### src/hw/rtl/cti_pkg.sv
`default_nettype none
// ----------------------------------------------------------------------------
// cti_pkg
// Shared types, codes and defaults of the curve table interpolator.
// ----------------------------------------------------------------------------
package cti_pkg;

    localparam int DEF_MAX_CURVES = 16;
    localparam int DEF_MAX_POINTS = 32;

    localparam logic [1:0] FN_POINT  = 2'd0;
    localparam logic [1:0] FN_CURVE  = 2'd1;
    localparam logic [1:0] FN_QUERY  = 2'd2;
    localparam logic [1:0] FN_UNUSED = 2'd3;

    localparam logic [1:0] STAT_OK       = 2'd0;
    localparam logic [1:0] STAT_WARN     = 2'd1;
    localparam logic [1:0] STAT_NO_TABLE = 2'd2;

    typedef enum logic [1:0] {CB_ZERO, CB_LAST, CB_J, CB_JM1} t_cb_sel;
    typedef enum logic [1:0] {XZ_FIRST, XZ_LAST, XZ_I, XZ_IM1} t_xz_sel;
    typedef enum logic [1:0] {C_ZERO, C_J, C_JM1} t_c_sel;
    typedef enum logic [1:0] {RES_NONE, RES_ERR, RES_EV, RES_LERP} t_res_sel;

    typedef struct packed {
        logic     capture;
        logic     ld_y0;
        logic     ld_clamp;
        logic     clr_j;
        logic     inc_j;
        logic     fix_j;
        logic     ld_c;
        t_c_sel   c_sel;
        t_cb_sel  cb_sel;
        t_xz_sel  xz_sel;
        logic     ld_xl;
        logic     clr_i;
        logic     inc_i;
        logic     fix_i;
        logic     ev_clamp;
        logic     ev_lerp;
        logic     save_lo;
        logic     save_hi;
        logic     ld_ylo;
        logic     lerp_start;
        logic     lerp_y;
        t_res_sel res_sel;
        logic     push;
    } t_cmd;

    typedef struct packed {
        logic in_query;
        logic have_all;
        logic jstop;
        logic yc_eq_y0;
        logic yc_eq_yn;
        logic x_out;
        logic istop;
        logic lerp_done;
        logic out_free;
    } t_status;

endpackage
`default_nettype wire

### src/hw/rtl/cti_ctrl.sv
`default_nettype none
// ----------------------------------------------------------------------------
// cti_ctrl
// Sequencer for one query: clamp, curve search, point searches, lerps.
// ----------------------------------------------------------------------------
module cti_ctrl (
    input  wire logic             i_clk,
    input  wire logic             i_rst_n,
    input  wire logic             i_accept,
    input  wire cti_pkg::t_status i_status,
    output logic                  o_ready,
    output cti_pkg::t_cmd         o_cmd
);

    typedef enum logic [4:0] {
        S_IDLE, S_Y0, S_YN, S_CLAMP, S_JRD, S_JCMP, S_PICK,
        S_EA0, S_EA1, S_ECHK, S_IRD, S_ICMP, S_P0, S_P1, S_P2, S_ELW, S_ERET,
        S_YR0, S_YR1, S_YLS, S_YLW, S_OUT
    } t_state;

    typedef enum logic [1:0] {M_SINGLE, M_LO, M_HI} t_mode;

    t_state r_state;
    t_state n_state;
    t_mode  r_mode;
    t_mode  n_mode;

    assign o_ready = (r_state == S_IDLE);

    always_comb begin
        o_cmd   = '0;
        n_state = r_state;
        n_mode  = r_mode;
        unique case (r_state)
            S_IDLE: begin
                if (i_accept && i_status.in_query) begin
                    o_cmd.capture = 1'b1;
                    if (!i_status.have_all) begin
                        o_cmd.res_sel = cti_pkg::RES_ERR;
                        n_state       = S_OUT;
                    end else begin
                        n_state = S_Y0;
                    end
                end
            end
            S_Y0: begin
                o_cmd.cb_sel = cti_pkg::CB_ZERO;
                n_state      = S_YN;
            end
            S_YN: begin
                o_cmd.cb_sel = cti_pkg::CB_LAST;
                o_cmd.ld_y0  = 1'b1;
                n_state      = S_CLAMP;
            end
            S_CLAMP: begin
                o_cmd.ld_clamp = 1'b1;
                o_cmd.clr_j    = 1'b1;
                n_state        = S_JRD;
            end
            S_JRD: begin
                o_cmd.cb_sel = cti_pkg::CB_J;
                n_state      = S_JCMP;
            end
            S_JCMP: begin
                if (i_status.jstop) begin
                    n_state = S_PICK;
                end else begin
                    o_cmd.inc_j = 1'b1;
                    n_state     = S_JRD;
                end
            end
            S_PICK: begin
                o_cmd.ld_c = 1'b1;
                priority if (i_status.yc_eq_y0) begin
                    o_cmd.c_sel = cti_pkg::C_ZERO;
                    n_mode      = M_SINGLE;
                end else if (i_status.yc_eq_yn) begin
                    o_cmd.c_sel = cti_pkg::C_J;
                    n_mode      = M_SINGLE;
                end else begin
                    o_cmd.c_sel = cti_pkg::C_JM1;
                    o_cmd.fix_j = 1'b1;
                    n_mode      = M_LO;
                end
                n_state = S_EA0;
            end
            S_EA0: begin
                o_cmd.xz_sel = cti_pkg::XZ_FIRST;
                n_state      = S_EA1;
            end
            S_EA1: begin
                o_cmd.ld_xl  = 1'b1;
                o_cmd.xz_sel = cti_pkg::XZ_LAST;
                n_state      = S_ECHK;
            end
            S_ECHK: begin
                if (i_status.x_out) begin
                    o_cmd.ev_clamp = 1'b1;
                    n_state        = S_ERET;
                end else begin
                    o_cmd.clr_i = 1'b1;
                    n_state     = S_IRD;
                end
            end
            S_IRD: begin
                o_cmd.xz_sel = cti_pkg::XZ_I;
                n_state      = S_ICMP;
            end
            S_ICMP: begin
                if (i_status.istop) begin
                    o_cmd.fix_i = 1'b1;
                    n_state     = S_P0;
                end else begin
                    o_cmd.inc_i = 1'b1;
                    n_state     = S_IRD;
                end
            end
            S_P0: begin
                o_cmd.xz_sel = cti_pkg::XZ_IM1;
                n_state      = S_P1;
            end
            S_P1: begin
                o_cmd.ld_xl  = 1'b1;
                o_cmd.xz_sel = cti_pkg::XZ_I;
                n_state      = S_P2;
            end
            S_P2: begin
                o_cmd.lerp_start = 1'b1;
                n_state          = S_ELW;
            end
            S_ELW: begin
                if (i_status.lerp_done) begin
                    o_cmd.ev_lerp = 1'b1;
                    n_state       = S_ERET;
                end
            end
            S_ERET: begin
                unique case (r_mode)
                    M_SINGLE: begin
                        o_cmd.res_sel = cti_pkg::RES_EV;
                        n_state       = S_OUT;
                    end
                    M_LO: begin
                        o_cmd.save_lo = 1'b1;
                        o_cmd.ld_c    = 1'b1;
                        o_cmd.c_sel   = cti_pkg::C_J;
                        n_mode        = M_HI;
                        n_state       = S_EA0;
                    end
                    M_HI: begin
                        o_cmd.save_hi = 1'b1;
                        n_state       = S_YR0;
                    end
                    default: begin
                        n_state = S_IDLE;
                    end
                endcase
            end
            S_YR0: begin
                o_cmd.cb_sel = cti_pkg::CB_JM1;
                n_state      = S_YR1;
            end
            S_YR1: begin
                o_cmd.ld_ylo = 1'b1;
                o_cmd.cb_sel = cti_pkg::CB_J;
                n_state      = S_YLS;
            end
            S_YLS: begin
                o_cmd.lerp_start = 1'b1;
                o_cmd.lerp_y     = 1'b1;
                n_state          = S_YLW;
            end
            S_YLW: begin
                if (i_status.lerp_done) begin
                    o_cmd.res_sel = cti_pkg::RES_LERP;
                    n_state       = S_OUT;
                end
            end
            S_OUT: begin
                if (i_status.out_free) begin
                    o_cmd.push = 1'b1;
                    n_state    = S_IDLE;
                end
            end
            default: begin
                n_state = S_IDLE;
            end
        endcase
    end

    always_ff @(posedge i_clk) begin
        if (!i_rst_n) begin
            r_state <= S_IDLE;
            r_mode  <= M_SINGLE;
        end else begin
            r_state <= n_state;
            r_mode  <= n_mode;
        end
    end

endmodule
`default_nettype wire

### config.mk
export PLATFORM = sky130hd
export DESIGN_NAME = cti_ctrl
export DESIGN_NICKNAME = d
export VERILOG_FILES = /design/src/hw/rtl/cti_pkg.sv /design/src/hw/rtl/cti_ctrl.sv
export SDC_FILE = /design/constraint.sdc
export NUM_CORES = 1
export LEC_CHECK = 0
export BUFFER_PORTS_ARGS = -buffer_cell sky130_fd_sc_hd__buf_2
export CAP_MARGIN = 0
export CORE_ASPECT_RATIO = 0.75
export CORE_MARGIN = 10
export CORE_UTILIZATION = 42
export CTS_CLUSTER_DIAMETER = 60
export DETAILED_ROUTE_END_ITERATION = 8
export GPL_ROUTABILITY_DRIVEN = 0
export HOLD_SLACK_MARGIN = 0.08
export PLACE_DENSITY = 0.75
export SLEW_MARGIN = 20
export SYNTH_ARGS = -nofsm -noshare
export SYNTH_HDL_FRONTEND = slang
export SYNTH_SLANG_ARGS = --single-unit
### constraint.sdc
create_clock -name i_clk -period 1.6 [get_ports i_clk]
set_input_delay 0.16 -clock i_clk [delete_from_list [all_inputs] [get_ports i_clk]]
set_output_delay 0.16 -clock i_clk [all_outputs]
set_load 0.02 [all_outputs]
==> results of run 1 <==
-- per-stage QoR --
| step | total power (W) | worst slack (ns) |
|---|---|---|
| 6_report | 0.003051 | -0.3838 |
| 5_1_grt | 0.003142 | -0.3763 |
| 4_1_cts | 0.002470 | -0.2124 |
| 3_5_place_dp | 0.001809 | -0.04600 |
| 3_3_place_gp | 0.001778 | 0.02813 |
| 2_1_floorplan | 0.001353 | -0.1468 |
-- worst max-delay path by stage --
stage	from	depth (start not counted)	endpoint	slack (ns)
floorplan	r_state[0]$_SDFFE_PN0P_	7	r_mode[0]$_SDFFE_PN0P_	-0.15
global placement	r_state[4]$_SDFFE_PN0P_	5	r_state[2]$_SDFFE_PN0P_	0.03
detailed placement	r_state[3]$_SDFFE_PN0P_	5	o_cmd[20]	-0.05
CTS	r_state[1]$_SDFFE_PN0P_	5	o_cmd[20]	-0.21
global route	r_state[1]$_SDFFE_PN0P_	5	o_cmd[20]	-0.38
finish	r_state[1]$_SDFFE_PN0P_	5	o_cmd[20]	-0.38
-- placed cells by master, fill, tap and decap left out, types with 2 or more instances in the layout --
master,instances
or2_4,2
and3_4,3
a21o_1,3
nor2_2,3
nor4_4,2
nor2b_4,3
nor3_1,5
dfxtp_2,4
nor3_2,5
o21ai_0,5
buf_2,16
nor2_4,6
buf_4,40
o211a_1,2
o21bai_1,2
nor3b_1,2
buf_6,15
o32ai_1,2
nand2_1,10
nand3_1,4
a21oi_2,5
inv_1,2
dfxtp_1,2
clkbuf_4,3
a21oi_1,5
nand2b_1,4
nor2_1,12
-- area by class of cell --
cell class,instances,share of cell area
antenna,1,0.001443
clock buffer,4,0.01515
inverter,3,0.006494
multi-input combinational,115,0.5455
sequential,7,0.08586
tap,24,0.01732
timing repair buffer,72,0.3283
-- power by group through the flow --
stage,clock network (W),logic [W],registers (W)
CTS,0.000175,0.00200,0.000292
detailed placement,0,0.00153,0.000284
floorplan,0,0.00109,0.000262
global route,0.000201,0.00263,0.000313
finish,0.000194,0.00255,0.000309
global placement,0,0.00150,0.000281
-- per-layer routing --
layer,global-route usage,vias to the layer above,routed length [µm]
met5,0,-,0
met4,0.1459,0,345
met3,0.07178,46,762
met2,0.2973,184,2439
met1,0.2079,695,2001
li1,-,614,-
-- registers in the layout, summed over array words and instances, names as in the netlist --
register / cells
r_mode: 2
r_state: 5
-- logic make-up (layout without fill, tap and decap cells) --
group | Yosys count | count (layout) | synth area share
buffers and inverters | 18 | 79 | 0.1003
xor gates and xnor gates | 2 | 2 | 0.01923
AOI/OAI and AO/OA | 33 | 33 | 0.2404
DFF | 7 | 7 | 0.1538
other | 0 | 1 | 0
and+or+nand+nor | 78 | 78 | 0.4629
muxes | 2 | 2 | 0.02335
-- what timing repair did --
item,4_1_cts,5_1_grt
endpoints found under the setup margin,19,31
resized for setup,52,52
setup buffers,11,7
gates cloned,1,0
pin swaps,8,15
==> metrics.md, run 1 <==
| Metric | Value |
|---|---|
| Count of distinct cell types in the synthesized netlist | `43` |
| Antenna Violating Nets Remaining | `0` |
| H-tree depth | `1` |
| Comb pwr share | `0.835` |
| Hold Buf Count CTS | `0` |
| Cell Chain, Critical Path | `or3_4 -> nor4b_4 -> nor2b_2 -> inv_2 -> buf_6` |
| Vias in the first global route | `1344` |
| Drt wl/cell | `roughly 25 µm` |
| Syn Std Cell Area | `a little over 900 µm²` |
| Top-area cell type share of the netlist area | `0.1538` |
| Yosys top cell by area | `dfxtp_1` |
| Hold Path End | `r_mode[1]$_SDFFE_PN0P_` |
| Yosys warns | `0` |
| Final core utilization | `0.8534` |
| Port buffer count | `39` |
| CTS tree | `built` |
| IO Pins | `40` |
| Storage cell area | `roughly 150 µm²` |
| Normalized max-slew margin | `0.7309` |
| Largest net degree at the start of global routing | `21` |
| Drt via density | `between 6 and 7` |
| Achievable frequency | `around 500 MHz` |
| Flop2flop setup slack | `-0.22 ns` |
| Detailed Route Iter0 Violations | `333` |
| Post-route DRC | `0` |
| Final WL | `between 5000 and 6000 µm` |
| Worst skew pair latency | `roughly 0.28 ns` |
| Root Buffer Master | `clkbuf_4` |
| Crit Path Category | `register to output pin` |
| HP Start | `i_rst_n` |
| Max Cap Viol | `0` |
| Worst R2R End | `r_state[1]$_SDFFE_PN0P_` |
| Violated checks | `negative setup slack` |
| Share of layout cells above drive strength 1 | `0.6368` |
| Least-Margin Pin Slew | `0.4020 ns` |
| Fillcell total | `102` |
| Max stage delay on crit path | `approximately 0.43 ns` |
| Cell Rows | `14` |
| Gate Count Post-Synth | `140` |
| Hold Vio Cnt, Final | `0` |
| Setup TNS Final | `-4.585 ns` |
| CP required | `between 1 and 1.5 ns` |
| Leak | `0.7584 nW` |
| First-pass GRT wire length | `between 6000 and 7000 µm` |
| Placement Cell Area | `between 0.001 and 0.0015 mm²` |
| DP Wirelength | `between 2000 and 3000 µm` |
| PwrDens | `approximately 1800 mW/mm²` |
| Async SR Flop Fraction | `0` |
| Peak supply drop | `between 1.5 and 2 mV` |
| Internal power | `0.001467 W` |
| Max Clock Skew | `~0.0094 ns` |
| Clock tree buffer depth | `2` |
| GR Overflow Total | `0` |
| Die Wd | `73.78 µm` |
| Final Critical Period | `between 1.5 and 2 ns` |
| Non-Filler Instances | `~230` |
| Setup violations, final | `31` |
| Slowest CP cell | `nor4b_4` |
| Worst R2R Path Depth | `5` |
| Mapped Nets | `roughly 150` |
| Post-synth EDFFs | `0` |
| Synth cell count leaders | `nor2_1 (21), nand2_1 (12), nor3_1 (11)` |
| Worst-path maximum fanout | `4` |
| Placed Cells | `~200` |
| Power share of the clock group | `0.064` |
| Status | `complete, but fails checks` |
| CTS Buf Count | `3` |
| Core Region | `~0.0020 mm²` |
| Top_reg_cell synth | `dfxtp_1` |
| Clock sinks | `7` |
| Most common cell in the netlist | `nor2_1` |
| Worst EP arrival | `approximately 1.8 ns` |
| Area of the die | `around 0.0045 mm²` |
| Post-route cell area | `approximately 0.0017 mm²` |
| Buffers and inverters on the worst path | `2` |
| Switching Share | `0.5193` |
| Mapped Avg Cell Area | `between 6 and 7 µm²` |
| Hold WC Path Type | `primary input to register` |
| Final #Nets | `between 200 and 250` |
| Area Growth Syn to Fin | `90.38%` |
| Sequential share of power | `0.101` |
| Sequential fraction of the synthesis area | `0.1538` |
| RSZ-0062 raised after global routing | `yes` |
| Hold slack | `0.1807 ns` |
| CP top delay family | `simple AND/OR/NAND/NOR gates` |
| Final WS setup | `-0.3838 ns` |
| Crit share post-route | `1.240` |
| Worst hold path depth | `2` |
| Initial antenna violation count | `1` |
| Worst-path clk slew | `roughly 0.080 ns` |
| Max Slew Vio Count | `0` |
| First-pass DRT Iterations | `5` |
| #FFs+latches synth | `7` |
| Multi-input gate area | `945.9 µm²` |
| Die height | `just over 60 µm` |
| Crit path capture type | `output pin` |
| Starting Density | `0.4483` |
| Ranking of synthesized cells by area | `dfxtp_1 (15%), nor2_1 (8.7%), nor3_1 (6.0%), a21oi_1 (5.5%), nand2_1 (4.9%)` |
| Psw | `0.001584 W` |
| Reg2reg start | `r_state[1]$_SDFFE_PN0P_` |
| GR Util All Layers | `0.1906` |
| Vias | `about 1.5k` |
| Crit start category | `register` |
No activity file was read; power rests on OpenSTA's default activity.
==> run 2: changes to the inputs <==
--- a/config.mk
+++ b/config.mk
@@ -5,11 +5,12 @@
 export SDC_FILE = /design/constraint.sdc
 export NUM_CORES = 1
 export LEC_CHECK = 0
+export ABC_AREA = 1
 export BUFFER_PORTS_ARGS = -buffer_cell sky130_fd_sc_hd__buf_2
 export CAP_MARGIN = 0
 export CORE_ASPECT_RATIO = 0.75
 export CORE_MARGIN = 10
-export CORE_UTILIZATION = 42
+export CORE_UTILIZATION = 41
 export CTS_CLUSTER_DIAMETER = 60
 export DETAILED_ROUTE_END_ITERATION = 8
 export GPL_ROUTABILITY_DRIVEN = 0
==> run 2 against run 1 <==
  * The flow still finishes with violations (negative setup slack)
  * Flip-flop and latch count unchanged
  * Design area decreased by 21%
  * Routed wire length decreased by 38%
  * Fmax increased by 21%
  * Utilization decreased by 17 points
  * Via count decreased by 17%
  * Register-to-register slack improved by 0.31 ns
  * Synthesized cell count increased by 19%
  * Clock power decreased by 9.8%
  * Final cell count increased by 8.4%
  * Largest cell class unchanged
==> metrics.md, run 2 <==
| Metric | Value |
|---|---|
| Starting Density | `0.4279 (was 0.4483)` |
| Area Growth Syn to Fin | `60.32% (was 90.38%)` |
| HP Start | `i_rst_n (unchanged)` |
| Final core utilization | `0.6861 (was 0.8534)` |
| Slowest CP cell | `dfxtp_2 (was nor4b_4)` |
| Flop2flop setup slack | `0.09 ns (was -0.22 ns)` |
| Yosys warns | `0 (unchanged)` |
| Worst EP arrival | `1.48 ns (was 1.82 ns)` |
| GR Util All Layers | `0.1485 (was 0.1906)` |
| Final #Nets | `234 (was 214)` |
| #FFs+latches synth | `7 (unchanged)` |
| CTS Buf Count | `3 (unchanged)` |
| Final WS setup | `-0.03516 ns (was -0.3838 ns)` |
| Worst R2R Path Depth | `11 (was 5)` |
| Worst skew pair latency | `0.26 ns (was 0.28 ns)` |
| Most common cell in the netlist | `nand2_1 (was nor2_1)` |
| CP Launch Point | `r_state[1]$_SDFFE_PN0P_ (unchanged)` |
| Largest net degree at the start of global routing | `12 (was 21)` |
| Cell Chain, Critical Path | `buf_6 -> nor2_4 -> buf_6 -> nand3_4 -> o22ai_2 -> buf_6 (was or3_4 -> nor4b_4 -> nor2b_2 -> inv_2 -> buf_6)` |
| Drt via density | `5.241 (was 6.810)` |
| DP Wirelength | `2512 µm (was 2617 µm)` |
| Yosys top cell by area | `nand2_1 (was dfxtp_1)` |
| Status | `complete, but fails checks (unchanged)` |
| Worst-path maximum fanout | `4 (unchanged)` |
| Die height | `59.54 µm (was 60.33 µm)` |
| Worst setup path end | `o_cmd[1] (was o_cmd[20])` |
| Worst hold path depth | `3 (was 2)` |
| Hold WC Path Type | `primary input to register (unchanged)` |
| Crit path capture type | `output pin (unchanged)` |
| Worst-path clk slew | `0.07 ns (was 0.08 ns)` |
| Hold Vio Cnt, Final | `0 (unchanged)` |
| Root Buffer Master | `clkbuf_4 (unchanged)` |
| PwrDens | `1815 mW/mm² (was 1759 mW/mm²)` |
| Least-Margin Pin Slew | `0.2596 ns (was 0.4020 ns)` |
| Max Cap Viol | `0 (unchanged)` |
| Normalized max-slew margin | `0.8253 (was 0.7309)` |
| Port buffer count | `39 (unchanged)` |
| Total Power | `0.002487 W (was 0.003051 W)` |
| Top-area cell type share of the netlist area | `0.2196 (was 0.1538)` |
| Cell Rows | `14 (unchanged)` |
| Final WL | `3433 µm (was 5548 µm)` |
| Vias | `1284 (was 1539)` |
| Antenna Violating Nets Remaining | `0 (unchanged)` |
| Post-route DRC | `0 (unchanged)` |
| CP required | `1.44 ns (about the same)` |
| Crit start category | `register (unchanged)` |
| Detailed Route Iter0 Violations | `120 (was 333)` |
| GR Overflow Total | `0 (unchanged)` |
| Worst R2R End | `r_state[3]$_SDFFE_PN0P_ (was r_state[1]$_SDFFE_PN0P_)` |
| Leak | `0.8024 nW (was 0.7584 nW)` |
| Clock tree buffer depth | `2 (unchanged)` |
| Vias in the first global route | `1206 (was 1344)` |
| Max Clock Skew | `0.01048 ns (was 0.009431 ns)` |
| Achievable frequency | `611.6 MHz (was 504.1 MHz)` |
| Worst path most repeated cell | `buf_6` |
| Hold Buf Count CTS | `0 (unchanged)` |
| Dpl ws | `0.07980 ns (was -0.04600 ns)` |
| Syn Std Cell Area | `854.6 µm² (was 910.9 µm²)` |
| Reg2reg start | `r_state[1]$_SDFFE_PN0P_ (unchanged)` |
| Max Slew Vio Count | `0 (unchanged)` |
| Die Wd | `72.72 µm (was 73.78 µm)` |
| Commonest non-fill, non-tap cells in the layout | `nand2_1 (45), nor2_1 (27), buf_2 (27) (was buf_4 (40), buf_2 (16), buf_6 (15))` |
| Mapped Nets | `179 (was 152)` |
| Drt wl/cell | `14.01 µm (was 24.55 µm)` |
| RSZ-0062 raised after global routing | `yes (unchanged)` |
| IO Pins | `40 (unchanged)` |
| Crit share post-route | `1.022 (was 1.240)` |
| Final Critical Period | `1.635 ns (was 1.984 ns)` |
| First-pass DRT Iterations | `5 (unchanged)` |
| Max FFs per register | `5 (unchanged)` |
| Violated checks | `negative setup slack (unchanged)` |
| Post-route cell area | `0.001370 mm² (was 0.001734 mm²)` |
| Mapped Avg Cell Area | `5.117 µm² (was 6.506 µm²)` |
| Top_reg_cell synth | `dfxtp_1 (unchanged)` |
| Core Region | `0.001997 mm² (was 0.002032 mm²)` |
| Count of distinct cell types in the synthesized netlist | `22 (was 43)` |
| Post-synth EDFFs | `0 (unchanged)` |
| Biggest register | `r_state (unchanged)` |
| Most common cell after layout, fill and taps aside | `nand2_1 (was buf_4)` |
| Clock sinks | `7 (unchanged)` |
| Setup violations, final | `5 (was 31)` |
| Gate Count Post-Synth | `167 (was 140)` |
| Initial antenna violation count | `0 (was 1)` |
| Area of the die | `0.004329 mm² (was 0.004451 mm²)` |
| H-tree depth | `1 (unchanged)` |
| Max stage delay on crit path | `0.35 ns (was 0.43 ns)` |
| Crit Path Category | `register to output pin (unchanged)` |
| Placement Cell Area | `0.001086 mm² (was 0.001177 mm²)` |
| Diodes inserted | `0 (was 1)` |
| Biggest regs | `r_state: 5 flops, r_mode: 2 flops (unchanged)` |
| Sequential fraction of the synthesis area | `0.1640 (was 0.1538)` |
| Share of layout cells above drive strength 1 | `0.4253 (was 0.6368)` |
| CTS tree | `built (unchanged)` |
| Ranking of synthesized cells by area | `nand2_1 (22%), dfxtp_1 (16%), nor2_1 (15%), inv_1 (11%), nand3_1 (8.2%) (was dfxtp_1 (15%), nor2_1 (8.7%), nor3_1 (6.0%), a21oi_1 (5.5%), nand2_1 (4.9%))` |
| Async SR Flop Fraction | `0 (unchanged)` |
| Synth cell count leaders | `nand2_1 (50), nor2_1 (34), inv_1 (26) (was nor2_1 (21), nand2_1 (12), nor3_1 (11))` |
| Peak supply drop | `1.380 mV (was 1.511 mV)` |
| Hold slack | `0.1332 ns (was 0.1807 ns)` |
| First-pass GRT wire length | `5326 µm (was 6789 µm)` |
[run 2: changes by cell type after synthesis, sizes merged, moves of 4 or more]
cell | before | now
nand2 | 12 | 53
inv | 3 | 30
nor2 | 21 | 38
nand3 | 5 | 15
a21oi | 10 | 4
buf | 9 | 3
clkbuf | 6 | 0
nand2b | 6 | 0
nor3 | 11 | 6
nor2b | 4 | 0
[run 2: critical path, delay by kind of cell, from the launching register on]
kind	cells	cell delay (ns)
AOI/OAI and AO/OA	1	0.20
and+or+nand+nor	2	0.27
buffers and inverters	3	0.40
DFF	1	0.35
[run 2: report_power, final]
| part | switching [W] | internal, W |
|---|---|---|
| sequential | 0.000101 | 0.000245 |
| combinational | 0.00121 | 0.000757 |
| clock | 0.0000795 | 0.0000959 |
| total | 0.00139 | 0.00110 |
[run 2: worst min path at each step]
stage | to
after floorplan | r_state[1]$_SDFFE_PN0P_
after global placement | r_state[1]$_SDFFE_PN0P_
after detailed placement | r_state[1]$_SDFFE_PN0P_
after CTS | r_state[1]$_SDFFE_PN0P_
after global routing | r_state[1]$_SDFFE_PN0P_
final | r_state[3]$_SDFFE_PN0P_
[run 2: layer usage]
layer	up-vias	global-route usage	share of wire
met1	586	0.1664	0.40
met2	67	0.2568	0.47
met3	8	0.05360	0.11
li1	623	-	-
met4	0	0.04595	0.016
met5	-	0	0
[run 2: kinds of logic after synthesis]
group,Yosys count,synth area share
and+or+nand+nor,114,0.5930
buffers and inverters,33,0.1596
AOI/OAI and AO/OA,13,0.08346
DFF,7,0.1640
[run 2: repair_timing]
| item | CTS | global route |
|---|---|---|
| setup buffers | 5 | 5 |
| pin swaps | 7 | 8 |
| gates resized for setup | 31 | 24 |
| gates cloned | 0 | 0 |
| endpoints found under the setup margin | 18 | 27 |
[run 2: area by class of cell]
| type | instances | area (µm²) |
|---|---|---|
| Multi-Input combinational cell | 127 | 691.9 |
| Fill cell | 176 | 626.9 |
| Timing Repair Buffer | 53 | 356.6 |
| Sequential cell | 7 | 150.1 |
| Inverter | 30 | 115.1 |
| Tap cell | 24 | 30.03 |
| Clock buffer | 4 | 26.28 |
[run 2: metrics by stage]
| step | TNS, ns | cells |
|---|---|---|
| after floorplan | 0 | 167 |
| after global placement | 0 | 231 |
| after detailed placement | 0 | 231 |
| after CTS | -0.07516 | 240 |
| after global routing | -0.6119 | 245 |
| final | -0.09081 | 245 |
==> run 3: changes to the inputs <==
--- a/config.mk
+++ b/config.mk
@@ -8,14 +8,13 @@
 export ABC_AREA = 1
 export BUFFER_PORTS_ARGS = -buffer_cell sky130_fd_sc_hd__buf_2
 export CAP_MARGIN = 0
-export CORE_ASPECT_RATIO = 0.75
 export CORE_MARGIN = 10
-export CORE_UTILIZATION = 41
+export CORE_UTILIZATION = 46
 export CTS_CLUSTER_DIAMETER = 60
 export DETAILED_ROUTE_END_ITERATION = 8
 export GPL_ROUTABILITY_DRIVEN = 0
 export HOLD_SLACK_MARGIN = 0.08
-export PLACE_DENSITY = 0.75
+export PLACE_DENSITY = 0.79
 export SLEW_MARGIN = 20
 export SYNTH_ARGS = -nofsm -noshare
 export SYNTH_HDL_FRONTEND = slang
==> constraint.sdc (replaced) <==
create_clock -name i_clk -period 1.55 [get_ports i_clk]
set_input_delay 0.155 -clock i_clk [delete_from_list [all_inputs] [get_ports i_clk]]
set_output_delay 0.155 -clock i_clk [all_outputs]
set_load 0.02 [all_outputs]
==> run 3 against run 2 <==
  * The run still ends with negative setup slack left
  * Clock power barely moved
  * Clock skew increased by 0.0027 ns
  * Utilization rose by 14 points
  * Combinational power up 12%
==> metrics.md, run 3 (same netlist as run 2, synthesis figures left out) <==
| Metric | Value |
|---|---|
| Status | `complete, but fails checks (unchanged)` |
| Violated checks | `negative setup slack (unchanged)` |
| IO Pins | `40 (unchanged)` |
| RSZ-0062 raised after global routing | `yes (unchanged)` |
| Setup violations, final | `18 (was 5)` |
| Dpl ws | `0.06803 ns (was 0.07980 ns)` |
| DP Wirelength | `2626 µm (was 2512 µm)` |
| WL met1 | `1435 µm (was 1385 µm)` |
| Placement Cell Area | `0.001095 mm² (was 0.001086 mm²)` |
| Met3 wire len | `406 µm (was 376 µm)` |
| Worst-path clk slew | `0.06 ns (was 0.07 ns)` |
| Flop2flop setup slack | `-0.02 ns (was 0.09 ns)` |
| Leak | `0.8262 nW (was 0.8024 nW)` |
| Largest net degree at the start of global routing | `12 (unchanged)` |
| Vias in the first global route | `1248 (was 1206)` |
| Area Growth Syn to Fin | `69.11% (was 60.32%)` |
| Area of the die | `0.003982 mm² (was 0.004329 mm²)` |
| GR Overflow Total | `0 (unchanged)` |
| Max FFs per register | `5 (unchanged)` |
| Post-route DRC | `0 (unchanged)` |
| Max Clock Skew | `0.01322 ns (was 0.01048 ns)` |
| Antenna Violating Nets Remaining | `0 (unchanged)` |
| Most common cell after layout, fill and taps aside | `nand2_1 (unchanged)` |
| Crit start category | `register (unchanged)` |
| GR Util All Layers | `0.1648 (was 0.1485)` |
| Die height | `63.10 µm (was 59.54 µm)` |
| Die Wd | `63.10 µm (was 72.72 µm)` |
| H-tree depth | `1 (unchanged)` |
| PwrDens | `1902 mW/mm² (was 1815 mW/mm²)` |
| Achievable frequency | `just over 600 MHz` |
| CTS Buf Count | `3 (unchanged)` |
| Port buffer count | `39 (unchanged)` |
| Max Cap Viol | `0 (unchanged)` |
| Vias | `1359 (was 1284)` |
| Hold WC Path Type | `primary input to register (unchanged)` |
| Cell Rows | `15 (was 14)` |
| Worst EP arrival | `1.49 ns (was 1.48 ns)` |
| Crit share post-route | `1.061` |
| Share of layout cells above drive strength 1 | `0.4756 (was 0.4253)` |
| Peak supply drop | `1.305 mV (was 1.380 mV)` |
| Root Buffer Master | `clkbuf_4 (unchanged)` |
| Crit Path Category | `register to output pin (unchanged)` |
| Biggest regs | `r_state: 5 flops, r_mode: 2 flops (unchanged)` |
| Clock sinks | `7 (unchanged)` |
| Initial antenna violation count | `0 (unchanged)` |
| Worst-path maximum fanout | `3 (was 4)` |
| Final WL | `3913 µm (was 3433 µm)` |
| Met2 Wirelength | `1938 µm (was 1616 µm)` |
| Core Region | `0.001745 mm² (was 0.001997 mm²)` |
| Worst skew pair latency | `0.27 ns (was 0.26 ns)` |
| Clock tree buffer depth | `2 (unchanged)` |
| Normalized max-slew margin | `0.7891 (was 0.8253)` |
| First-pass DRT Iterations | `4 (was 5)` |
| Final WS setup | `-0.09406 ns (was -0.03516 ns)` |
| CTS tree | `built (unchanged)` |
| Hold Vio Cnt, Final | `0 (unchanged)` |
| Drt wl/cell | `15.65 µm (was 14.01 µm)` |
| Starting Density | `0.4896 (was 0.4279)` |
| Biggest register | `r_state (unchanged)` |
| CP required | `1.39 ns (was 1.44 ns)` |
| Final Critical Period | `around 1.6 ns` |
| Crit path capture type | `output pin (unchanged)` |
| Final #Nets | `238 (was 234)` |
| Diodes inserted | `0 (unchanged)` |
| Least-Margin Pin Slew | `0.3140 ns (was 0.2596 ns)` |
| Commonest non-fill, non-tap cells in the layout | `nand2_1 (42), buf_2 (26), nor2_1 (25) (was nand2_1 (45), nor2_1 (27), buf_2 (27))` |
| Hold Buf Count CTS | `0 (unchanged)` |
| Post-route cell area | `0.001445 mm² (was 0.001370 mm²)` |
| Detailed Route Iter0 Violations | `82 (was 120)` |
| Max Slew Vio Count | `0 (unchanged)` |
| First-pass GRT wire length | `5464 µm (was 5326 µm)` |
| Drt via density | `5.436 (was 5.241)` |
| Uppermost layer routed | `met4 (unchanged)` |
-- run 3: worst paths after layout --
check                             to                     from  depth (start not counted)
max                         o_cmd[2]  r_state[1]$_SDFFE_PN0P_                          7
min          r_state[3]$_SDFFE_PN0P_                  i_rst_n                          3
max reg2reg  r_state[0]$_SDFFE_PN0P_  r_state[1]$_SDFFE_PN0P_                         10
min reg2reg   r_mode[0]$_SDFFE_PN0P_   r_mode[0]$_SDFFE_PN0P_                          2
-- run 3: metrics by stage --
stage | total power (W) | instances | setup TNS, ns | hold WS, ns | utilization
after global placement | 0.001824 | 233 | 0 | 0.3961 | 0.6272
after detailed placement | 0.001866 | 233 | 0 | 0.3938 | 0.6272
after floorplan | 0.001420 | 167 | 0 | 0.2526 | -
after global routing | 0.002905 | 250 | -1.713 | 0.1699 | 0.8280
final | 0.002749 | 250 | -0.7945 | 0.1406 | 0.8280
after CTS | 0.002408 | 245 | -0.3437 | 0.1240 | 0.7455
-- run 3: where the power goes --
group / internal [W] / switching [W]
Combinational: 0.000849 / 0.00135
Clock: 0.0000988 / 0.0000754
Sequential: 0.000259 / 0.000117
-- run 3: layer usage --
metal	vias up	track usage
li1	636	-
met1	611	0.1747
met4	0	0.06704
met2	95	0.3008
met3	17	0.04064
met5	-	0
-- run 3: area by class of cell --
| class | instances | area (µm²) |
|---|---|---|
| Inverter | 30 | 112.6 |
| Multi-Input combinational cell | 127 | 709.4 |
| Sequential cell | 7 | 152.6 |
| Clock buffer | 4 | 26.28 |
| Fill cell | 125 | 300.3 |
| Timing Repair Buffer | 57 | 412.9 |
| Tap cell | 25 | 31.28 |
-- run 3: what timing repair did --
| action | CTS | global route |
|---|---|---|
| endpoints found under the setup margin | 19 | 28 |
| buffers inserted | 8 | 5 |
| resized for setup | 37 | 31 |
| pin swaps | 12 | 11 |
-- run 3: critical path: stages (launching register included) --
cell and delay (ns):
dfxtp_4 0.36, buf_6 0.13, nor2_4 0.16, nand3_2 0.13, inv_2 0.11, nand2_2 0.08
o22ai_2 0.11, buf_6 0.14
